### config.mk
export PLATFORM = sky130hd
export DESIGN_NAME = air_sensor_frame_parser
export DESIGN_NICKNAME = d
export VERILOG_FILES = /design/src/asfp_pkg.sv /design/src/asfp_parser.sv /design/src/air_sensor_frame_parser.sv
export SDC_FILE = /design/constraint.sdc
export NUM_CORES = 1
export LEC_CHECK = 0
export BUFFER_PORTS_ARGS = -buffer_cell sky130_fd_sc_hd__buf_2
export CAP_MARGIN = 10
export CELL_PAD_IN_SITES_DETAIL_PLACEMENT = 1
export CELL_PAD_IN_SITES_GLOBAL_PLACEMENT = 1
export CORE_MARGIN = 2
export CORE_UTILIZATION = 48
export DETAILED_ROUTE_END_ITERATION = 10
export PLACE_DENSITY_LB_ADDON = 0.1
export SKIP_CTS_REPAIR_TIMING = 1
export SLEW_MARGIN = 20
export SYNTH_ARGS = -nofsm -noshare
export SYNTH_HDL_FRONTEND = slang
export SYNTH_SLANG_ARGS = --single-unit
### constraint.sdc
create_clock -name clk -period 6 [get_ports clk]
set_input_delay 0.6 -clock clk [delete_from_list [all_inputs] [get_ports clk]]
set_output_delay 0.6 -clock clk [all_outputs]
set_load 0.01 [all_outputs]
### src/asfp_pkg.sv
// Shared constants and types for the air sensor frame parser.
`default_nettype none

package asfp_pkg;

  // Frame syntax bytes.
  localparam logic [7:0] HDR_BYTE      = 8'h16;
  localparam logic [7:0] MODE_READINGS = 8'h01;
  localparam logic [7:0] MODE_DUST     = 8'h0C;
  localparam logic [7:0] DUST_OFF      = 8'h01;

  // Payload bytes kept per frame, and the temperature offset in tenths.
  localparam int unsigned KEPT_BYTES  = 10;
  localparam logic [16:0] TEMP_OFFSET = 17'd500;

  // Width of the packed result beat.
  localparam int unsigned RESULT_BITS = 82;
  localparam int unsigned TDATA_BITS  = 88;

  // Frame completion event from the parser, with the payload including this beat.
  typedef struct packed {
    logic                            done;
    logic [7:0]                      mode;
    logic [KEPT_BYTES-1:0][7:0]      data;
  } asfp_frame_t;

endpackage

`default_nettype wire

### src/asfp_parser.sv
// Byte-level frame parser: header, length, mode and payload collection.
`default_nettype none

module asfp_parser (
  input  wire logic                clk,
  input  wire logic                rst,
  input  wire logic                take,
  input  wire logic [7:0]          rx_byte,
  output logic                     last_payload,
  output asfp_pkg::asfp_frame_t    frame
);
  import asfp_pkg::*;

  typedef enum logic [1:0] {
    WAIT_HDR = 2'd0,
    GET_LEN  = 2'd1,
    GET_MODE = 2'd2,
    PAYLOAD  = 2'd3
  } phase_t;

  phase_t                      phase;
  logic [7:0]                  frame_length;
  logic [7:0]                  frame_kind;
  logic [7:0]                  payload_count;
  logic [KEPT_BYTES-1:0][7:0]  payload_bytes;
  logic [7:0]                  count_next;

  // The count after this payload beat decides whether the frame ends.
  assign count_next   = payload_count + 8'd1;
  assign last_payload = (phase == PAYLOAD) && (count_next >= frame_length);

  // Payload as it stands once the current beat is written.
  always_comb begin
    frame.done = take && last_payload;
    frame.mode = frame_kind;
    for (int i = 0; i < KEPT_BYTES; i++) begin
      if ((phase == PAYLOAD) && (payload_count == 8'(i))) begin
        frame.data[i] = rx_byte;
      end else begin
        frame.data[i] = payload_bytes[i];
      end
    end
  end

  // Payload store: each kept position is written only while counting through it.
  always_ff @(posedge clk) begin
    if (take && (phase == PAYLOAD) && (payload_count < 8'(KEPT_BYTES))) begin
      payload_bytes[payload_count[$clog2(KEPT_BYTES)-1:0]] <= rx_byte;
    end
  end

  // Phase sequencing and frame header fields.
  always_ff @(posedge clk) begin
    if (rst) begin
      phase         <= WAIT_HDR;
      frame_length  <= 8'd0;
      frame_kind    <= 8'hFF;
      payload_count <= 8'd0;
    end else if (take) begin
      case (phase)
        WAIT_HDR: begin
          if (rx_byte == HDR_BYTE) begin
            phase <= GET_LEN;
          end
        end
        GET_LEN: begin
          frame_length <= rx_byte;
          phase        <= GET_MODE;
        end
        GET_MODE: begin
          frame_kind <= rx_byte;
          phase      <= PAYLOAD;
        end
        PAYLOAD: begin
          if (last_payload) begin
            phase         <= WAIT_HDR;
            payload_count <= 8'd0;
          end else begin
            payload_count <= count_next;
          end
        end
        default: begin
          phase <= WAIT_HDR;
        end
      endcase
    end
  end

endmodule

`default_nettype wire

### src/air_sensor_frame_parser.sv
// Top level of the air sensor frame parser: held readings and the result register.
`default_nettype none

// Accepts one received serial byte per beat on the s_ side and emits one result
// beat on the m_ side for every completed frame (header 0x16, length, mode, then at
// least one payload byte). Each byte is handled in the cycle it is accepted, so a
// byte can be taken every clock cycle; the result appears in the output register
// in the cycle after the frame's last payload byte. Input is held off only when the
// byte would finish a frame while the previous result beat is still waiting to be
// taken. Mode 0x01 updates the held readings, mode 0x0C updates the PM2.5 switch,
// and every result beat carries the mode and all held values.
module air_sensor_frame_parser (
  input  wire logic        clk,
  input  wire logic        rst,
  // Received byte: [7:0] rx_byte.
  input  wire logic [7:0]  s_tdata,
  input  wire logic        s_tvalid,
  output logic             s_tready,
  // Result: [7:0] frame_mode, [23:8] co2_ppm, [31:24] voc_level,
  // [47:32] humidity_tenths, [64:48] temperature_tenths, [80:65] pm25_value,
  // [81] pm25_enabled, [87:82] zero.
  output logic [asfp_pkg::TDATA_BITS-1:0] m_tdata,
  output logic             m_tvalid,
  input  wire logic        m_tready
);
  import asfp_pkg::*;

  asfp_frame_t  frame;
  logic         last_payload;
  logic         take;
  logic         out_free;

  logic [15:0]  held_co2, held_co2_next;
  logic [7:0]   held_voc, held_voc_next;
  logic [15:0]  held_humidity, held_humidity_next;
  logic [16:0]  held_temperature, held_temperature_next;
  logic [15:0]  held_pm25, held_pm25_next;
  logic         held_pm25_on, held_pm25_on_next;

  // A byte that ends a frame needs a free result register; others never wait.
  assign out_free = !m_tvalid || m_tready;
  assign s_tready = out_free || !last_payload;
  assign take     = s_tvalid && s_tready;

  asfp_parser u_parser (
    .clk          (clk),
    .rst          (rst),
    .take         (take),
    .rx_byte      (s_tdata),
    .last_payload (last_payload),
    .frame        (frame)
  );

  // Held values after the completing frame, chosen by its mode.
  always_comb begin
    held_co2_next         = held_co2;
    held_voc_next         = held_voc;
    held_humidity_next    = held_humidity;
    held_temperature_next = held_temperature;
    held_pm25_next        = held_pm25;
    held_pm25_on_next     = held_pm25_on;
    if (frame.mode == MODE_READINGS) begin
      held_co2_next         = {frame.data[0], frame.data[1]};
      held_voc_next         = frame.data[3];
      held_humidity_next    = {frame.data[4], frame.data[5]};
      held_temperature_next = {1'b0, frame.data[6], frame.data[7]} - TEMP_OFFSET;
      held_pm25_next        = {frame.data[8], frame.data[9]};
    end else if (frame.mode == MODE_DUST) begin
      held_pm25_on_next = (frame.data[0] != DUST_OFF);
    end
  end

  // Held readings update once per completed frame.
  always_ff @(posedge clk) begin
    if (rst) begin
      held_co2         <= 16'd0;
      held_voc         <= 8'd0;
      held_humidity    <= 16'd0;
      held_temperature <= 17'd0;
      held_pm25        <= 16'd0;
      held_pm25_on     <= 1'b1;
    end else if (frame.done) begin
      held_co2         <= held_co2_next;
      held_voc         <= held_voc_next;
      held_humidity    <= held_humidity_next;
      held_temperature <= held_temperature_next;
      held_pm25        <= held_pm25_next;
      held_pm25_on     <= held_pm25_on_next;
    end
  end

  // Result register: loaded on frame completion, cleared when the beat is taken.
  always_ff @(posedge clk) begin
    if (rst) begin
      m_tvalid <= 1'b0;
    end else if (frame.done) begin
      m_tvalid <= 1'b1;
    end else if (m_tready) begin
      m_tvalid <= 1'b0;
    end
  end

  always_ff @(posedge clk) begin
    if (frame.done) begin
      m_tdata <= {{(TDATA_BITS-RESULT_BITS){1'b0}}, held_pm25_on_next, held_pm25_next,
                  held_temperature_next, held_humidity_next, held_voc_next,
                  held_co2_next, frame.mode};
    end
  end

  // A completed frame always shows up as a result beat in the next cycle.
  assert property (@(posedge clk) disable iff (rst) frame.done |=> m_tvalid)
    else $error("completed frame did not load the result register");

  // A frame-ending byte is never taken while a result beat is stalled.
  assert property (@(posedge clk) disable iff (rst)
                   (m_tvalid && !m_tready && last_payload) |-> !s_tready)
    else $error("frame end accepted over a stalled result");

  // A new result beat only follows an accepted frame-ending byte.
  assert property (@(posedge clk) disable iff (rst)
                   (m_tvalid && !$past(m_tvalid && !m_tready) && !$past(rst))
                   |-> $past(take && last_payload))
    else $error("result beat without a completed frame");

endmodule

`default_nettype wire

# Word-level counts from Yosys, hierarchy flattened
# Index checks and enable logic that the tools add are counted.
# W data, S select, Z words.
# word_totals
ff_bits	263
out_inout_bits	90
inputBits	12
elab_cells	96
# op_classes
eq_ne	17
mux	25
n_lt_le_gt_ge	4
add_sub_neg	2
reduce_logical	26
# op_table
cell	n
$mux W8	12
$bwmux W80	1
$mux W16	3
$demux W8 S4	1
$eq A8 B3 Y1 const B	4
$eq A8 B4 Y1 const B	3
$mux W17	1
$sub A16 B9 Y17 const B	1
$eq A8 B1 Y1 const B	2
$logic_and A1 B1 Y1	15
$add A8 B1 Y8 const B	1
$eq A8 B2 Y1 const B	1
$eq A8 B5 Y1 const B	1
$ge A8 B8 Y1	1
$logic_not A8 Y1	1
$lt A8 B4 Y1 const B	1
$ne A8 B1 Y1 const B	1
$pmux W2 S4	1
$reduce_and A2 Y1	3
$lt A4 B5 Y1 const B	1
$eq A2 B2 Y1 const B	2
$ge A4 B1 Y1 const B	1
$mux W1	4
$mux W2	2
other kinds (8)	10

# Depth between registers and ports, before layout
# depth
ltp_word	8
ltp_mapped	14

# Hierarchy
# Synthesis repeated with hierarchy kept, for this count alone.
# unflattened
hier_cells	1046
hier_area_um2	11222.0
# modules_own_cells
module	n_inst	cells_per_inst	seq_area_each_um2	area_each_um2
air_sensor_frame_parser	1	669	3963.8	6239.7
asfp_parser	1	377	2922.8	4982.3

# Worst setup path before layout
# Ideal clock, no wire load.
# synth_path
path_type	flip-flop to flip-flop
startpoint	reg u_parser.payload_count[1]
endpoint	reg held_temperature[0]
period_less_slack_ns	5.008
path_stages_with_launch	12
path_buffers	2
arrival_ns	4.880
slack_ns	0.992
setup_ns	0.128
cell_sequence	dfxtp_1 ha_1 buf_4 nand3_1 xnor2_1 ha_1 o2111ai_1 o221a_2 nor3_1 clkbuf_1 mux2i_1 nor2_1
# synth_lines
element	line	source
start, declared	asfp_parser.sv:24	logic [7:0] payload_count;
start signal, assigned	asfp_parser.sv:79	payload_count <= count_next;
end signal, assigned	air_sensor_frame_parser.sv:86	held_temperature <= held_temperature_next;
end, declared	air_sensor_frame_parser.sv:36	logic [16:0] held_temperature, held_temperature_next;

# Worst setup path in the final report
# layout_path
startpoint	reg u_parser.payload_count[1]
endpoint	reg u_parser.payload_bytes[5] (netlist bit) (enable)
# layout_via
elab_chain_len	8
# layout_rtl
element	line	source
$add A8 B1 Y8	asfp_parser.sv:29	assign count_next = payload_count + 8'd1;
$ge A8 B8 Y1	asfp_parser.sv:30	assign last_payload = (phase == PAYLOAD) && (count_next >= frame_length);
$logic_and A1 B1 Y1	asfp_parser.sv:30	
$logic_not A1 Y1	air_sensor_frame_parser.sv:42	assign s_tready = out_free || !last_payload;
$logic_or A1 B1 Y1	air_sensor_frame_parser.sv:42	
$logic_and A1 B1 Y1	air_sensor_frame_parser.sv:43	assign take = s_tvalid && s_tready;
$logic_and A1 B1 Y1	asfp_parser.sv:47	if (take && (phase == PAYLOAD) && (payload_count < 8'(KEPT_BYTES))) begin
$logic_and A1 B1 Y1 (*)	asfp_parser.sv:47	
end signal, assigned by index	asfp_parser.sv:48	payload_bytes[payload_count[$clog2(KEPT_BYTES)-1:0]] <= rx_byte;
end, declared	asfp_parser.sv:25	logic [KEPT_BYTES-1:0][7:0] payload_bytes;
# Every way passes the cells marked *; elsewhere a longest branch is shown, timed or not.
# A chain may end at the register's enable or synchronous reset.

==> qor.yml <==
synth_most_common_cell: "edfxtp_1"
relSlewSlack: 0.4669
cp.required_ns: 6.17
dieWidth_um: 153.4
final_cell_area_um2: 12310
clk_latency_ns: 0.54
worst_hold_slack_ns: 0.4295
grt_first_pass_wirelength_um: 43450
tightest_slew_ns: 0.7974
synthesis.area_um2: 10720
synth_top_area_frac: 0.4314
final.setup.tns_ns: 0
met2_usage: 0.3841
drc: 0
drtIter0Drc: 339
busiest_layer: "met2"
ys_warn_count: 0
insertedDiodeCount: 0
outcome: "finished clean"
postSynth.asyncResetShare: 0
worst_ep_arrival_time_ns: 4.14
max_freq_mhz: 252.1
grt_max_degree: 72
syn_inst: 869
hold_class: "input port to register"
drive_above_1_share: 0.1863
num_io_pins: 102
critPathMaxFanout: 9
ys.flop_type: "edfxtp_1"
fin_skew_ns: 0.01106
setup_ws_ns: 2.034
grt_use_total: 0.2286
yosysTopAreaCell: "edfxtp_1"
grtUsageMet1: 0.3140
fillers: 2268
clk_pin_slew_ns: 0.06
timing.final.crit_share: 0.6610
antenna_found_initial: 0
grt_use_met3: 0.02637
grt_pass1_vias: 7640
final-hold-violation-count: 0
cts-root-buf: "clkbuf_16"
regArea_um2: 6646
cts_sinks: 255
maxCapViolCount: 0
io_buffers: 95
synth-edff-count: 154
finalCriticalPeriod_ns: 3.966
grt-ovfl-total: 0
critPathKind: "register to register"
p_per_area_nw_per_um2: 291.5
yosysUniqueCellTypes: 64
place_hpwl_um: 16500
finalNetCount: 974
area_delta_synth_final_pct: 14.81
final_max_slew_viol_count: 0
critPathCaptureType: "register"
globalplace.congestion: 0.8255
die_h_um: 153.4
setup_violations: 0
synth.area.top_cells: "edfxtp_1 (43%), dfxtp_1 (19%), mux2i_1 (8.0%), a22o_1 (4.3%), o21ai_0 (3.4%)"
ys_seq_area_frac: 0.6200
post-place-cells: 1194
placementRows: 54
start_util: 0.4897
drt-pass1-iter-count: 7
coreArea_um2: 21890
ys_seq_elements: 255
synth_common_cells: "edfxtp_1 (154), dfxtp_1 (101), nand2_1 (89)"
syn_avg_cell_area_um2: 12.34
dieArea_um2: 23550
p_leak_nw: 4.983
cts_tree: "done"
place_ws_ns: 1.798
routed_wl_um: 26740
place_area_um2: 11380
ant_nets: 0
rsz0062_at_grt: "false"
ir_worst_vdd_uv: 186.6
power_mw: 3.588
wire_per_inst_um: 21.46
crit_path_start_kind: "register"
cts_buffers: 28
viasPerCell: 5.713
cts_max_path_buffers: 3
multi_input_area_um2: 3756
layout.cells.non_filler: 1246
h-tree-depth: 1
num_vias: 7119
fin_util: 0.5622
## kinds of logic (layout without fill, tap and decap cells)
logic type,Yosys count,in the layout,synth area share
adders and majority gates,18,18,0.02101
other,1,6,0.0003498
and+or+nand+nor,215,215,0.09827
muxes,90,90,0.08450
xor gates and xnor gates,20,20,0.01634
buffers and inverters,83,175,0.03478
DFF,255,255,0.6200
AOI/OAI and AO/OA,187,187,0.1248
## cell type report
type                            count  area share
Sequential cell                   255      0.5400
Multi-Input combinational cell    536      0.3052
Inverter                           15    0.004575
Clock buffer                       37     0.06293
Tap cell                          280     0.02846
Timing Repair Buffer              108     0.04758
Clock inverter                     15     0.01128
## path summary, 6_finish.rpt
path / start / end / slack (ns) / depth (start not counted)
setup / recovery: u_parser.payload_count[1] / u_parser.payload_bytes[5] / 2.03 / 10
hold / removal: m_tready / m_tvalid / 0.43 / 4
setup reg to reg: u_parser.payload_count[1] / u_parser.payload_bytes[5] / 2.03 / 10
hold reg to reg: held_pm25_on / held_pm25_on / 0.46 / 2
## sequential cells by signal (all words and copies together), names as in the netlist
| name | flops |
|---|---|
| held_humidity | 16 |
| u_parser.frame_length | 8 |
| u_parser.phase | 2 |
| held_voc | 8 |
| held_co2 | 16 |
| m_tdata | 82 |
| m_tvalid | 1 |
| held_pm25_on | 1 |
| held_temperature | 17 |
| held_pm25 | 16 |
| u_parser.payload_bytes | 72 |
| u_parser.payload_count | 8 |
| u_parser.frame_kind | 8 |
## critical path, stage by stage, from the launching register on
cell     delay (ns)
dfxtp_1        0.47
ha_1           0.43
nand3_1        0.15
xnor2_1        0.36
ha_1           0.31
o21a_1         0.16
nor2_1         0.37
nor2_1         0.17
nand2_1        0.13
nand2_1        0.36
nor2_1         0.68
## routing by layer
layer  routed length, um  vias to the layer above  part of all wire
met3                1203                       56             0.045
met5                   0                        -                 0
met4                 624                        0             0.023
li1                    -                     3340                 -
met1               11920                     3564              0.45
met2               13000                      159              0.49
## cells in the final DEF, fill, tap and decap left out, types with 8 or more instances in the layout
cell	netlist	routed
xnor2_1	12	12
o21ai_0	72	72
a211oi_1	11	11
nor2_1	50	49
xor2_1	8	8
a211o_1	8	8
nand2_1	89	89
nand3_1	13	13
buf_4	8	12
nor2b_1	11	11
dfxtp_1	101	101
inv_1	15	15
a22o_1	53	53
mux2i_1	86	86
clkbuf_16	0	28
ha_1	18	18
edfxtp_1	154	154
buf_2	8	95
## power by group
part / switching, mW / internal [mW] / leakage (nW) / total [mW]
clock: 0.688 / 0.994 / 0.452 / 1.68
sequential: 0.0000925 / 1.84 / 2.34 / 1.84
combinational: 0.0493 / 0.0119 / 2.19 / 0.0612
No activity file was read; power rests on OpenSTA's default activity.
